## config.mk

```make
export PLATFORM = sky130hd
export DESIGN_NAME = axm_ctrl
export DESIGN_NICKNAME = d
export VERILOG_FILES = /design/src/rtl/core/axm_pkg.sv /design/src/rtl/core/axm_ctrl.sv
export SDC_FILE = /design/constraint.sdc
export NUM_CORES = 1
export LEC_CHECK = 0
export BUFFER_PORTS_ARGS = -buffer_cell sky130_fd_sc_hd__clkbuf_2
export CAP_MARGIN = 15
export CORE_AREA = 2 2 39 41
export DETAILED_ROUTE_END_ITERATION = 10
export DIE_AREA = 0 0 41 43
export PLACE_DENSITY = 0.74
export SLEW_MARGIN = 10
export SYNTH_ARGS = -nofsm -noshare
export SYNTH_HDL_FRONTEND = slang
export SYNTH_SLANG_ARGS = --single-unit
```

## constraint.sdc

```tcl
create_clock -name i_clk -period 3.8 [get_ports i_clk]
set_clock_uncertainty 0.15 [all_clocks]
set_input_delay 0.19 -clock i_clk [delete_from_list [all_inputs] [get_ports i_clk]]
set_output_delay 0.19 -clock i_clk [all_outputs]
set_load 0.05 [all_outputs]
```

## src/rtl/core/axm_pkg.sv

```systemverilog
// Shared types, constants and AES round functions for the XCBC-MAC-96 engine.
package axm_pkg;

    localparam int KEY_BYTES  = 16;
    localparam int AES_ROUNDS = 10;
    localparam int BLK_BYTES  = 16;

    // Configuration register indexes
    localparam logic CFG_KEY_HI = 1'b0;
    localparam logic CFG_KEY_LO = 1'b1;

    // Datapath operation codes
    localparam logic [1:0] OP_NONE  = 2'd0;
    localparam logic [1:0] OP_LOAD  = 2'd1;
    localparam logic [1:0] OP_ROUND = 2'd2;
    localparam logic [1:0] OP_FIN   = 2'd3;

    // Key slot: message pass, or derivation of K1, K2, K3
    localparam logic [1:0] KSEL_MSG = 2'd0;
    localparam logic [1:0] KSEL_K1  = 2'd1;
    localparam logic [1:0] KSEL_K2  = 2'd2;
    localparam logic [1:0] KSEL_K3  = 2'd3;

    typedef struct packed {
        logic       cap_in;    // latch the accepted request
        logic [1:0] op;        // datapath operation
        logic [1:0] ksel;      // key slot for load / save
        logic       final_rnd; // last AES round (no MixColumns)
        logic       save_key;  // store round output as derived key
    } t_dp_cmd;

    typedef struct packed {
        logic last; // latched request is the last block
    } t_dp_sts;

    localparam logic [7:0] SBOX [256] = '{
        8'h63,8'h7c,8'h77,8'h7b,8'hf2,8'h6b,8'h6f,8'hc5,8'h30,8'h01,8'h67,8'h2b,8'hfe,8'hd7,8'hab,8'h76,
        8'hca,8'h82,8'hc9,8'h7d,8'hfa,8'h59,8'h47,8'hf0,8'had,8'hd4,8'ha2,8'haf,8'h9c,8'ha4,8'h72,8'hc0,
        8'hb7,8'hfd,8'h93,8'h26,8'h36,8'h3f,8'hf7,8'hcc,8'h34,8'ha5,8'he5,8'hf1,8'h71,8'hd8,8'h31,8'h15,
        8'h04,8'hc7,8'h23,8'hc3,8'h18,8'h96,8'h05,8'h9a,8'h07,8'h12,8'h80,8'he2,8'heb,8'h27,8'hb2,8'h75,
        8'h09,8'h83,8'h2c,8'h1a,8'h1b,8'h6e,8'h5a,8'ha0,8'h52,8'h3b,8'hd6,8'hb3,8'h29,8'he3,8'h2f,8'h84,
        8'h53,8'hd1,8'h00,8'hed,8'h20,8'hfc,8'hb1,8'h5b,8'h6a,8'hcb,8'hbe,8'h39,8'h4a,8'h4c,8'h58,8'hcf,
        8'hd0,8'hef,8'haa,8'hfb,8'h43,8'h4d,8'h33,8'h85,8'h45,8'hf9,8'h02,8'h7f,8'h50,8'h3c,8'h9f,8'ha8,
        8'h51,8'ha3,8'h40,8'h8f,8'h92,8'h9d,8'h38,8'hf5,8'hbc,8'hb6,8'hda,8'h21,8'h10,8'hff,8'hf3,8'hd2,
        8'hcd,8'h0c,8'h13,8'hec,8'h5f,8'h97,8'h44,8'h17,8'hc4,8'ha7,8'h7e,8'h3d,8'h64,8'h5d,8'h19,8'h73,
        8'h60,8'h81,8'h4f,8'hdc,8'h22,8'h2a,8'h90,8'h88,8'h46,8'hee,8'hb8,8'h14,8'hde,8'h5e,8'h0b,8'hdb,
        8'he0,8'h32,8'h3a,8'h0a,8'h49,8'h06,8'h24,8'h5c,8'hc2,8'hd3,8'hac,8'h62,8'h91,8'h95,8'he4,8'h79,
        8'he7,8'hc8,8'h37,8'h6d,8'h8d,8'hd5,8'h4e,8'ha9,8'h6c,8'h56,8'hf4,8'hea,8'h65,8'h7a,8'hae,8'h08,
        8'hba,8'h78,8'h25,8'h2e,8'h1c,8'ha6,8'hb4,8'hc6,8'he8,8'hdd,8'h74,8'h1f,8'h4b,8'hbd,8'h8b,8'h8a,
        8'h70,8'h3e,8'hb5,8'h66,8'h48,8'h03,8'hf6,8'h0e,8'h61,8'h35,8'h57,8'hb9,8'h86,8'hc1,8'h1d,8'h9e,
        8'he1,8'hf8,8'h98,8'h11,8'h69,8'hd9,8'h8e,8'h94,8'h9b,8'h1e,8'h87,8'he9,8'hce,8'h55,8'h28,8'hdf,
        8'h8c,8'ha1,8'h89,8'h0d,8'hbf,8'he6,8'h42,8'h68,8'h41,8'h99,8'h2d,8'h0f,8'hb0,8'h54,8'hbb,8'h16
    };

    function automatic logic [7:0] xtime(input logic [7:0] x);
        return {x[6:0], 1'b0} ^ (x[7] ? 8'h1b : 8'h00);
    endfunction

    // One AES round: SubBytes, ShiftRows, MixColumns (skipped on final), AddRoundKey
    function automatic logic [127:0] aes_round(input logic [127:0] s, input logic [127:0] rk,
                                               input logic fin);
        logic [7:0]   t [16];
        logic [7:0]   a0, a1, a2, a3, all;
        logic [127:0] o;
        int           c, i;
        for (c = 0; c < 4; c++) begin
            for (i = 0; i < 4; i++) begin
                t[4*c+i] = SBOX[s[127-8*(4*((c+i)&3)+i) -: 8]];
            end
        end
        for (c = 0; c < 4; c++) begin
            a0  = t[4*c];
            a1  = t[4*c+1];
            a2  = t[4*c+2];
            a3  = t[4*c+3];
            all = a0 ^ a1 ^ a2 ^ a3;
            if (fin) begin
                o[127-8*(4*c)   -: 8] = a0;
                o[127-8*(4*c+1) -: 8] = a1;
                o[127-8*(4*c+2) -: 8] = a2;
                o[127-8*(4*c+3) -: 8] = a3;
            end else begin
                o[127-8*(4*c)   -: 8] = a0 ^ all ^ xtime(a0 ^ a1);
                o[127-8*(4*c+1) -: 8] = a1 ^ all ^ xtime(a1 ^ a2);
                o[127-8*(4*c+2) -: 8] = a2 ^ all ^ xtime(a2 ^ a3);
                o[127-8*(4*c+3) -: 8] = a3 ^ all ^ xtime(a3 ^ a0);
            end
        end
        return o ^ rk;
    endfunction

    // Next AES-128 round key from the current one
    function automatic logic [127:0] key_next(input logic [127:0] rk, input logic [7:0] rcon);
        logic [31:0] t, n0, n1, n2, n3;
        t  = {SBOX[rk[23:16]] ^ rcon, SBOX[rk[15:8]], SBOX[rk[7:0]], SBOX[rk[31:24]]};
        n0 = rk[127:96] ^ t;
        n1 = rk[95:64] ^ n0;
        n2 = rk[63:32] ^ n1;
        n3 = rk[31:0] ^ n2;
        return {n0, n1, n2, n3};
    endfunction

endpackage

```

## src/rtl/core/axm_ctrl.sv

```systemverilog
// Controller: sequences key derivation, AES rounds and result hand-off.
module axm_ctrl (
    input  logic             i_clk,
    input  logic             i_rst_n,
    input  logic             i_in_valid,
    output logic             o_in_stall,
    output logic             o_out_valid,
    input  logic             i_out_stall,
    input  logic             i_cfg_we,
    input  axm_pkg::t_dp_sts i_sts,
    output axm_pkg::t_dp_cmd o_cmd
);
    import axm_pkg::*;

    localparam logic [1:0] S_IDLE  = 2'd0;
    localparam logic [1:0] S_LOAD  = 2'd1;
    localparam logic [1:0] S_ROUND = 2'd2;
    localparam logic [1:0] S_FIN   = 2'd3;

    logic [1:0] r_state, n_state;
    logic [3:0] r_round, n_round;
    logic [1:0] r_phase, n_phase;
    logic       r_derived, n_derived;
    logic       r_out_valid, n_out_valid;
    logic       in_acc, fin_ok;

    assign in_acc = i_in_valid && (r_state == S_IDLE);
    assign fin_ok = !i_sts.last || !r_out_valid || !i_out_stall;

    // Next-state and command logic
    always_comb begin
        n_state     = r_state;
        n_round     = r_round;
        n_phase     = r_phase;
        n_derived   = r_derived;
        n_out_valid = r_out_valid && i_out_stall;
        o_cmd       = '0;
        o_cmd.ksel  = r_phase;
        o_cmd.cap_in = in_acc;
        case (r_state)
            S_IDLE: begin
                if (in_acc) begin
                    n_phase = r_derived ? KSEL_MSG : KSEL_K1;
                    n_state = S_LOAD;
                end
            end
            S_LOAD: begin
                o_cmd.op = OP_LOAD;
                n_round  = 4'd1;
                n_state  = S_ROUND;
            end
            S_ROUND: begin
                o_cmd.op        = OP_ROUND;
                o_cmd.final_rnd = (r_round == 4'(AES_ROUNDS));
                o_cmd.save_key  = o_cmd.final_rnd && (r_phase != KSEL_MSG);
                n_round         = r_round + 4'd1;
                if (o_cmd.final_rnd) begin
                    if (r_phase == KSEL_MSG) begin
                        n_state = S_FIN;
                    end else begin
                        n_state = S_LOAD;
                        if (r_phase == KSEL_K3) begin
                            n_phase   = KSEL_MSG;
                            n_derived = 1'b1;
                        end else begin
                            n_phase = r_phase + 2'd1;
                        end
                    end
                end
            end
            S_FIN: begin
                if (fin_ok) begin
                    o_cmd.op = OP_FIN;
                    n_state  = S_IDLE;
                    if (i_sts.last) begin
                        n_out_valid = 1'b1;
                    end
                end
            end
            default: n_state = S_IDLE;
        endcase
        // a key write invalidates derived keys
        if (i_cfg_we) begin
            n_derived = 1'b0;
        end
    end

    // State registers
    always_ff @(posedge i_clk) begin
        if (!i_rst_n) begin
            r_state     <= S_IDLE;
            r_round     <= '0;
            r_phase     <= KSEL_MSG;
            r_derived   <= 1'b0;
            r_out_valid <= 1'b0;
        end else begin
            r_state     <= n_state;
            r_round     <= n_round;
            r_phase     <= n_phase;
            r_derived   <= n_derived;
            r_out_valid <= n_out_valid;
        end
    end

    assign o_in_stall  = (r_state != S_IDLE);
    assign o_out_valid = r_out_valid;

`ifndef SYNTHESIS
    a_round_range: assert property (@(posedge i_clk) disable iff (!i_rst_n)
        r_round <= 4'(AES_ROUNDS + 1))
        else $error("round counter out of range");
    a_out_from_fin: assert property (@(posedge i_clk) disable iff (!i_rst_n)
        $rose(r_out_valid) |-> $past(r_state == S_FIN))
        else $error("result raised outside finish state");
    a_msg_to_fin: assert property (@(posedge i_clk) disable iff (!i_rst_n)
        (r_state == S_ROUND && r_round == 4'(AES_ROUNDS) && r_phase == KSEL_MSG)
        |=> r_state == S_FIN)
        else $error("message pass did not finish");
    a_derive_first: assert property (@(posedge i_clk) disable iff (!i_rst_n)
        (in_acc && !r_derived) |=> r_phase == KSEL_K1)
        else $error("request taken without key derivation");
`endif

endmodule
```

======== Yosys cells after proc, flatten, opt, wreduce, memory -nomap -nowiden ========
Cells that the tools add are included.
storage, ports and cells
  flip-flop bits (word level) ............. 10
  bits of input ports ..................... 6
cells by class
  $add $sub $neg .......................... 2
  equality and inequality tests ........... 9
  mux-type cells .......................... 18
  bitwise operators ....................... 2
  reduce and logical (&&, ||, !) cells .... 18
operators by type and width
  kind                                                 number
  two-way mux 2 bit                                    10
  inequality test 2 bit, second input constant         4
  case mux 2 bit (4 select lines)                      1
  case mux 4 bit (2 select lines)                      1
  AND reduction 4 bit                                  2
  nonzero test 2 bit                                   4
  equality test 2 bit, second input constant           3
  case mux 2 bit (3 select lines)                      1
  adder 4 x 1 -> 4 bit, second input constant          1
  equality test 4 bit, second input constant           1
  logical NOT 2 bit                                    2
  two-way mux 1 bit                                    4
  case mux 2 bit (2 select lines)                      1
  logical AND 1 bit                                    3
  logical NOT 1 bit                                    3
  AND reduction 3 bit                                  1
  adder 2 x 1 -> 2 bit, second input constant          1
  equality test 2 x 1 -> 1 bit, second input constant  1
  logical OR 1 bit                                     2
  NOT 1 bit                                            2
  OR reduction 2 bit                                   1

======== Longest topological paths before layout ========
Gate-level depths: netlist of the first run.
  depth in word-level cells ............... 5
  depth in mapped cells ................... 6
  gate-level depth less buffers ........... 5

======== Worst setup path after synthesis of the first run ========
OpenSTA, ideal clock, no wires.
  path kind ............................... register to output
  start point ............................. register r_phase[0]
  end point ............................... output port o_cmd[0] (netlist name)
  arrival time ............................ 2.089 ns
  data required time ...................... 3.460 ns
  path slack .............................. 1.371 ns
  cell stages (with the launch flop) ...... 4
  buffers on the path ..................... 0
  cells stage by stage .................... dfxtp_1 > inv_1 > ha_1 > nor3_1
RTL lines
  what                    RTL line        text
  from (decl)             axm_ctrl.sv:22  logic [1:0] r_phase, n_phase;
  from (signal assigned)  axm_ctrl.sv:99  r_phase <= n_phase;
  to (decl)               axm_ctrl.sv:11  output axm_pkg::t_dp_cmd o_cmd

==> run_results.csv, run 1 <==
group,metric,value,unit
routing,drt_first_iter_violations,4,
cts,cts_buffers,3,
setup_path,crit_path_start,"r_state[0]",
synth,synthAdderAreaFrac,15.1,%
layout,stdcell_count,111,
cts,cts-resized-gates,0,
layout,final_cell_mix,"clkbuf_2 (14), dfxtp_1 (10), ha_1 (8)",
cts,post-cts-setup-buffers,0,
routing,drc_errors,0,
layout,drive_above_1_share,24.2,%
sta,hold_viol_final,0,
synth,yosysTopAreaCell,"dfxtp_1",
synth,yosys.area_share.simple,26.5,%
cts,clockBufferDepth,2,
floorplanning,die_w,41,um
power_and_ir_drop,leakage,0.324,nW
cts,cts_sinks,10,
sta,worst_slew_pin_slew,0.381,ns
floorplanning,ios,15,
grt,grt_max_degree,11,
setup_path,crit_type,"reg -> out",
synth,synth_compound_area_share,18.3,%
worst_hold_path,min_from,"i_rst_n",
layout,area_delta_synth_final,15.7,%
placed_design,io_buffers,14,
synth,synth_top_family_by_area,"simple AND/OR/NAND/NOR gates",
setup_path,crit_fanout,10,
sta,slew_headroom,74.6,%
synth,synth-xor-area-share,0,%
floorplanning,initial_core_util,47.8,%
cts,cts_hold_buf,1,
synth,synth.yosys.warnings,0,
sta,finalCritPeriodShare,54.9,%
status,status,"completed",
flow_run,max-cap-violations,0,
grt,grt.total_usage,17.3,%
cts,cts_tree,"built",
setup_path,cp.required,3.46,ns
setup_path,arrival,1.75,ns
synth,avgSynthCellArea,8.38,sq um
sta,setup_viol,0,
routing,detail_route.wl_per_cell,11.5,um
setup_path,cp-end-kind,"output port",
routing,routed_via_density,5.45,
synth,syn_inst,79,
layout,antenna_cells,0,
routing,drt_wl_total,1280,um
synth,synth_top_area_share,30.2,%
routing,vias,605,
placed_design,pre_cts_ws,1.97,ns
sta,rsz0062_at_grt,"no",
placed_design,dp_hpwl,968,um
grt,grt_pass1_wl,2060,um
floorplanning,die_area,0.00176,sq mm
cts,htreeDepth,1,
sta,fin_tns_setup,0,ns
cts,path_clk_slew,0.06,ns
cts,clk_latency,0.26,ns
synth,yosys-top-cells-area,"dfxtp_1 (30%), ha_1 (15%), o21ai_0 (4.5%)",
grt,overflow,0,
setup_path,start_kind,"register",
floorplanning,coreArea,0.00138,sq mm
power_and_ir_drop,irDropWorstVdd,0.242,mV
synth,muxShareOfSynthArea,1.51,%
sta,finalMaxSlewViolations,0,
synth,yosysSeqAreaShare,30.2,%
placed_design,placed_cells,107,
sta,fin_ws,1.71,ns
grt,first_global_vias,487,
synth,synth-seq-cells,10,
sta,fin_crit,2.09,ns
synth,syn_area,662,sq um
grt,antenna_found_initial,0,
setup_path,r2r-start,"r_state[0]",
floorplanning,die_h,43,um
placed_design,gp_congestion,0.731,
sta,max_freq,0.479,GHz
floorplanning,rows,14,
synth,synth_fp_nets,93,
routing,drtPass1Iterations,4,
layout,finish.utilization,55.3,%
layout,final_nets,111,
layout,final_common_cell,"clkbuf_2",
power_and_ir_drop,power-per-cell-area,579,mW/mm^2
routing,antenna_left,0,
cts,clockRootBuffer,"clkbuf_4",
worst_hold_path,min_path_type,"in -> reg",
synth,synth_cell_types,32,
[sequential cells by signal (all words and copies together) (netlist names)]
register and count:
r_round 4, r_state 2, r_phase 2, o_out_valid 1
r_derived 1
[layer usage]
metal | wire (um) | part of all wire, % | track usage, % | up-vias
met1 | 652 | 51 | 24.8 | 262
met3 | 60 | 4.7 | 3.14 | 5
met4 | 31 | 2.4 | 12.0 | 0
li1 | - | - | - | 323
met2 | 538 | 42 | 22.5 | 15
met5 | 0 | 0 | 0 | -
[critical path, stage by stage, from the launching register on]
cell,delay [ns]
dfxtp_1,0.35
inv_1,0.16
ha_1,0.41
inv_4,0.09
nor3_1,0.17
clkbuf_2,0.30
[metrics by stage]
step                instance area [sq um]  power, mW  hold slack [ns]
floorplan                             662      0.333            0.119
global placement                      733      0.370            0.207
detailed placement                    733      0.372            0.213
CTS                                   766      0.446           0.0881
global route                          766      0.478           0.0937
finish                                766      0.443           0.0923
[worst paths after layout]
kind | cells past startpoint | slack (ns) | endpoint
worst max register to register | 5 | 1.94 | r_round[3]
worst min register to register | 2 | 0.36 | r_round[1]
worst max-delay path | 5 | 1.71 | o_cmd[0]
worst min-delay path | 2 | 0.09 | r_state[0]
[cells by family (layout without fill, tap and decap cells)]
kind of cell / count (synthesis) / in the layout
and+or+nand+nor: 31 / 31
AOI/OAI and AO/OA: 18 / 18
buffers and inverters: 11 / 27
DFF: 10 / 10
adders and majority gates: 8 / 8
muxes: 1 / 1
[power by group]
part | internal, mW | leakage, nW | switching (mW)
combinational | 0.0743 | 0.229 | 0.155
sequential | 0.121 | 0.0815 | 0.0210
clock | 0.0365 | 0.0138 | 0.0352
[synthesized netlist by cell type]
library cell / number
o221ai_1: 1
nor3b_1: 1
nor4bb_1: 1
buf_6: 1
inv_4: 1
or4_1: 1
a31oi_1: 1
nand2_1: 6
or3_2: 1
and3b_1: 1
ha_1: 8
a21oi_1: 4
and2_1: 1
nand4b_1: 1
o221a_2: 1
or2_2: 1
inv_2: 2
a32o_1: 1
mux2i_1: 1
nand3_1: 5
inv_1: 6
nand4_1: 1
o21ai_0: 6
nand3b_1: 1
nor2_1: 3
nor3_1: 3
nor2b_1: 3
o22ai_1: 2
dfxtp_1: 10
o221a_1: 2
buf_4: 1
nand2b_1: 1
[area by class of cell]
| cell class | count | area [sq um] |
|---|---|---|
| clock buffer | 3 | 22.5 |
| fill | 130 | 618 |
| inverter | 9 | 36.3 |
| multi-input combinational | 58 | 407 |
| sequential | 10 | 200 |
| tap | 16 | 20.0 |
| timing repair buffer | 15 | 80.1 |
Note: power is estimated with default switching activity, not from simulation.
==> run 2, diff against run 1 <==
--- a/config.mk
+++ b/config.mk
@@ -7,10 +7,10 @@
 export LEC_CHECK = 0
 export BUFFER_PORTS_ARGS = -buffer_cell sky130_fd_sc_hd__clkbuf_2
 export CAP_MARGIN = 15
-export CORE_AREA = 2 2 39 41
+export CORE_MARGIN = 1
+export CORE_UTILIZATION = 46
 export DETAILED_ROUTE_END_ITERATION = 10
-export DIE_AREA = 0 0 41 43
-export PLACE_DENSITY = 0.74
+export PLACE_DENSITY = 0.72
 export SLEW_MARGIN = 10
 export SYNTH_ARGS = -nofsm -noshare
 export SYNTH_HDL_FRONTEND = slang
==> constraint.sdc (replaced) <==
create_clock -name i_clk -period 1.8 [get_ports i_clk]
set_clock_uncertainty 0.15 [all_clocks]
set_input_delay 0.09 -clock i_clk [delete_from_list [all_inputs] [get_ports i_clk]]
set_output_delay 0.09 -clock i_clk [all_outputs]
set_load 0.05 [all_outputs]
==> run 2 against run 1 <==
Against the previous run: non-clock buffer count grew 5; clock power rose to 3.0 times the previous value; combinational power up 130%.
==> run_results.csv, run 2 (synthesis gave the netlist of run 1 again) <==
group,metric,value,unit
power_and_ir_drop,intPower,0.566,mW
setup_path,slowest_delay,0.53,ns
power_and_ir_drop,power-per-cell-area,1250,mW/mm^2
layout,nFillCells,114,
routing,drtPass1Iterations,4,
routing,routed_via_density,5.52,
power_and_ir_drop,leakage,0.356,nW
placed_design,io_buffers,14,
placed_design,dp_hpwl,1050,um
placed_design,gp_congestion,0.721,
cts,path_clk_slew,0.08,ns
layout,final_nets,116,
sta,setup_viol,0,
setup_path,arrival,1.84,ns
cts,clk_latency,0.28,ns
layout,area_delta_synth_final,25.5,%
floorplanning,die_area,0.00159,sq mm
grt,antenna_found_initial,0,
cts,clockRootBuffer,"clkbuf_4",
cts,cts_buffers,3,
setup_path,crit_slowest_cell,"or4_1",
grt,grt_pass1_wl,2180,um
setup_path,cp-end-kind,"register",
layout,top_regs,"r_round x4, r_phase x2, r_state x2",
cts,clockBufferDepth,2,
setup_path,path_buf_inv,2,
cts,cts_sinks,10,
floorplanning,die_w,39.9,um
layout,antenna_cells,0,
cts,htreeDepth,1,
layout,final_common_cell,"clkbuf_2",
power_and_ir_drop,switching_share,45.6,%
setup_path,cp_top_family,"simple AND/OR/NAND/NOR gates",
layout,drive_above_1_share,31.7,%
sta,fin_crit,1.78,ns
setup_path,crit_type,"reg -> reg",
setup_path,crit_fanout,5,
grt,grt_max_degree,9,
power_and_ir_drop,irDropWorstVdd,0.646,mV
layout,final_cell_mix,"clkbuf_2 (13), dfxtp_1 (8), ha_1 (7), inv_1 (6), nand2_1 (6)",
sta,fin_ws,0.0193,ns
routing,drt_first_iter_violations,8,
routing,detail_route.wl_per_cell,12.6,um
floorplanning,die_h,39.9,um
setup_path,cp_cell_sequence,"inv_1 > ha_1 > inv_2 > or4_1 > o22ai_1",
layout,stdcell_count,116,
floorplanning,rows,13,
layout,top_register,"r_round",
sta,hold_viol_final,0,
worst_hold_path,min_path_type,"in -> reg",
sta,rsz0062_at_grt,"yes",
sta,slew_headroom,80.9,%
sta,worst_slew_pin_slew,0.288,ns
grt,overflow,0,
setup_path,start_kind,"register",
floorplanning,initial_core_util,50.2,%
setup_path,cp.required,1.86,ns
status,status,"completed",
routing,vias,640,
grt,grt.total_usage,21.5,%
placed_design,pre_cts_ws,0.0584,ns
sta,finalCritPeriodShare,98.9,%
power_and_ir_drop,clkPwrFrac,20.4,%
layout,largest_reg_flops,4,
power_and_ir_drop,comb_power_share,51.4,%
placed_design,placed_cells,110,
routing,drc_errors,0,
floorplanning,ios,15,
sta,finalMaxSlewViolations,0,
grt,first_global_vias,522,
floorplanning,coreArea,0.00132,sq mm
power_and_ir_drop,seqPwrFrac,28.2,%
sta,max_freq,0.562,GHz
routing,antenna_left,0,
flow_run,max-cap-violations,0,
routing,drt_wl_total,1460,um
power_and_ir_drop,power_switching,0.474,mW
cts,cts_tree,"built",
-- run 2: tightest hold or removal path, stage by stage --
cell	delay, ns
clkbuf_2	0.09
nand2_1	0.12
a21oi_1	0.08
-- run 2: cell type report --
cell class	instances	area, sq um	area share, %
multi-input combinational	58	414	49.8
sequential	10	203	24.4
timing repair buffer	20	123	14.8
clock buffer	4	36.3	4.37
inverter	9	36.3	4.37
tap	15	18.8	2.26
-- run 2: stage by stage --
stage / cell area, sq um / power, mW / hold slack [ns] / utilization [%] / setup TNS (ns)
global placement: 769 / 0.813 / 0.108 / 58.4 / 0
global route: 831 / 1.12 / 0.0217 / 63.1 / -0.0954
floorplan: 669 / 0.710 / 0.0193 / - / -0.00519
finish: 831 / 1.04 / 0.0107 / 63.1 / 0
CTS: 828 / 1.04 / 0.00445 / 62.9 / 0
detailed placement: 769 / 0.825 / 0.116 / 58.4 / 0
-- run 2: power by group through the flow --
stage,combinational [mW],sequential (mW),clock [mW]
floorplan,0.368,0.342,0
global placement,0.518,0.296,0
finish,0.535,0.294,0.212
detailed placement,0.527,0.298,0
CTS,0.535,0.293,0.215
global route,0.586,0.301,0.234
-- run 2: worst paths after layout --
check               from           to  slack (ns)  depth (start not counted)
max           r_state[1]   r_round[3]        0.02                          5
min          i_out_stall  o_out_valid        0.01                          3
max reg2reg   r_state[1]   r_round[3]        0.02                          5
min reg2reg   r_phase[1]   r_phase[1]        0.34                          2
-- run 2: what timing repair did --
action / in CTS / in global routing
hold buffers: 2 / 0
setup endpoints to repair: 1 / 2
pin swaps: 0 / 0
gates resized for setup: 1 / 2
buffers inserted: 0 / 0
hold endpoints to repair: 2 / 0
-- run 2: metal layers --
metal | global-route usage (%) | routed length, um
met1 | 25.8 | 694
met2 | 33.5 | 676
met3 | 5.00 | 55
met4 | 15.5 | 34
met5 | 0 | 0
==> run 3, diff against run 2 <==
--- a/config.mk
+++ b/config.mk
@@ -11,6 +11,7 @@
 export CORE_UTILIZATION = 46
 export DETAILED_ROUTE_END_ITERATION = 10
 export PLACE_DENSITY = 0.72
+export RECOVER_POWER = 100
 export SLEW_MARGIN = 10
 export SYNTH_ARGS = -nofsm -noshare
 export SYNTH_HDL_FRONTEND = slang
==> run 3 against run 2 <==
Against the previous run: fmax grew 0.27%; die area is the same; global-route usage is the same; core utilization shrank 0.28 points; cell count is the same; largest cell class unchanged; critical path depth is the same.
==> run_results.csv, run 3 (synthesis gave the netlist of run 1 again) <==
group,metric,value,unit
sta,max_freq,0.563,GHz
grt,grt.total_usage,21.5,%
sta,setup_viol,0,
layout,largest_reg_flops,4,
floorplanning,die_w,39.9,um
placed_design,gp_congestion,0.721,
flow_run,max-cap-violations,0,
setup_path,start_kind,"register",
grt,antenna_found_initial,0,
cts,htreeDepth,1,
layout,final_cell_mix,"clkbuf_2 (10), dfxtp_1 (8), ha_1 (7), inv_1 (6), nand2_1 (6)",
grt,grt_max_degree,9,
layout,finish.utilization,62.8,%
routing,drc_errors,0,
worst_hold_path,min_path_type,"in -> reg",
cts,clockRootBuffer,"clkbuf_4",
floorplanning,die_area,0.00159,sq mm
routing,drt_wl_total,1460,um
floorplanning,die_h,39.9,um
sta,finalMaxSlewViolations,0,
power_and_ir_drop,power-per-cell-area,1260,mW/mm^2
cts,post-cts-setup-buffers,0,
routing,detail_route.wl_per_cell,12.6,um
routing,drt_first_iter_violations,14,
routing,routed_via_density,5.43,
layout,drive_above_1_share,28.7,%
placed_design,placed_cells,110,
layout,stdcell_count,116,
floorplanning,coreArea,0.00132,sq mm
power_and_ir_drop,irDropWorstVdd,0.645,mV
grt,grt_pass1_wl,2180,um
routing,vias,630,
setup_path,crit_slowest_cell,"or4_1",
placed_design,io_buffers,14,
routing,antenna_left,0,
cts,cts_buffers,3,
setup_path,cp_cell_sequence,"inv_1 > ha_1 > inv_2 > or4_1 > o22ai_1",
setup_path,path_buf_inv,2,
sta,fin_crit,1.78,ns
setup_path,cp-end-kind,"register",
routing,drtPass1Iterations,4,
cts,clockBufferDepth,2,
setup_path,cp_top_family,"simple AND/OR/NAND/NOR gates",
layout,final_area,827,sq um
layout,final_common_cell,"clkbuf_2",
floorplanning,initial_core_util,50.2,%
layout,top_regs,"r_round x4, r_phase x2, r_state x2",
sta,slew_headroom,59.0,%
layout,final_nets,116,
sta,finalCritPeriodShare,98.7,%
status,status,"completed",
power_and_ir_drop,leakage,0.346,nW
sta,hold_ws,0.0168,ns
setup_path,arrival,1.83,ns
sta,rsz0062_at_grt,"yes",
layout,antenna_cells,0,
cts,cts_sinks,10,
setup_path,slowest_delay,0.53,ns
cts,path_clk_slew,0.08,ns
grt,overflow,0,
layout,top_register,"r_round",
cts,clk_latency,0.28,ns
setup_path,crit_type,"reg -> reg",
setup_path,crit_fanout,5,
layout,area_delta_synth_final,25.0,%
placed_design,dp_hpwl,1050,um
grt,first_global_vias,522,
placed_design,postPlaceCellArea,769,sq um
cts,cts_tree,"built",
setup_path,cp.required,1.86,ns
sta,worst_slew_pin_slew,0.618,ns
floorplanning,ios,15,
sta,hold_viol_final,0,
floorplanning,rows,13,
## run 3: cell types whose count changed in the layout (fill, tap and decap cells not counted)
cell      delta
clkbuf_4     +1
clkbuf_2     -3
buf_4        -1
clkbuf_1     +3
## run 3: final timing paths
path	start	end	slack [ns]	depth (start not counted)
max	r_state[1]	r_round[3]	0.02	5
min	i_out_stall	o_out_valid	0.02	3
max reg2reg	r_state[1]	r_round[3]	0.02	5
min reg2reg	r_phase[1]	r_phase[1]	0.34	2
## run 3: worst reg2reg max path, stage by stage, from the launching register on
cell and delay [ns]:
dfxtp_1 0.37, inv_1 0.09, ha_1 0.34, inv_2 0.07, or4_1 0.53, o22ai_1 0.16
## run 3: final cells by class
cell class | count | area [sq um]
Multi-Input combinational cell | 58 | 414
Fill cell | 115 | 490
Tap cell | 15 | 18.8
Sequential cell | 10 | 203
Inverter | 9 | 36.3
Timing Repair Buffer | 20 | 119
Clock buffer | 4 | 36.3
## run 3: metrics by stage
step | power [mW] | setup WS, ns | setup TNS [ns]
floorplan | 0.710 | -0.00519 | -0.00519
global placement | 0.813 | 0.113 | 0
detailed placement | 0.825 | 0.0584 | 0
CTS | 1.04 | 0.0162 | 0
global route | 1.12 | -0.0850 | -0.0954
finish | 1.04 | 0.0241 | 0
## run 3: repair_timing
action | in CTS | in global routing
setup endpoints to repair | 1 | 2
gates resized for setup | 1 | 2
hold buffers | 2 | 0
hold endpoints to repair | 2 | 0
cloned | 0 | 0
## run 3: metal layers
layer	vias up	routed length [um]	part of all wire [%]	GRT usage, %
met4	0	34	2.3	15.5
met2	14	656	45	33.5
met5	-	0	0	0
li1	326	-	-	-
met1	285	713	49	25.8
met3	5	59	4.0	5.00
## run 3: where the power goes
group          internal [mW]  switching (mW)  total [mW]
combinational          0.181           0.352       0.533
sequential             0.259          0.0349       0.294
clock                  0.123          0.0891       0.212
total                  0.563           0.476        1.04
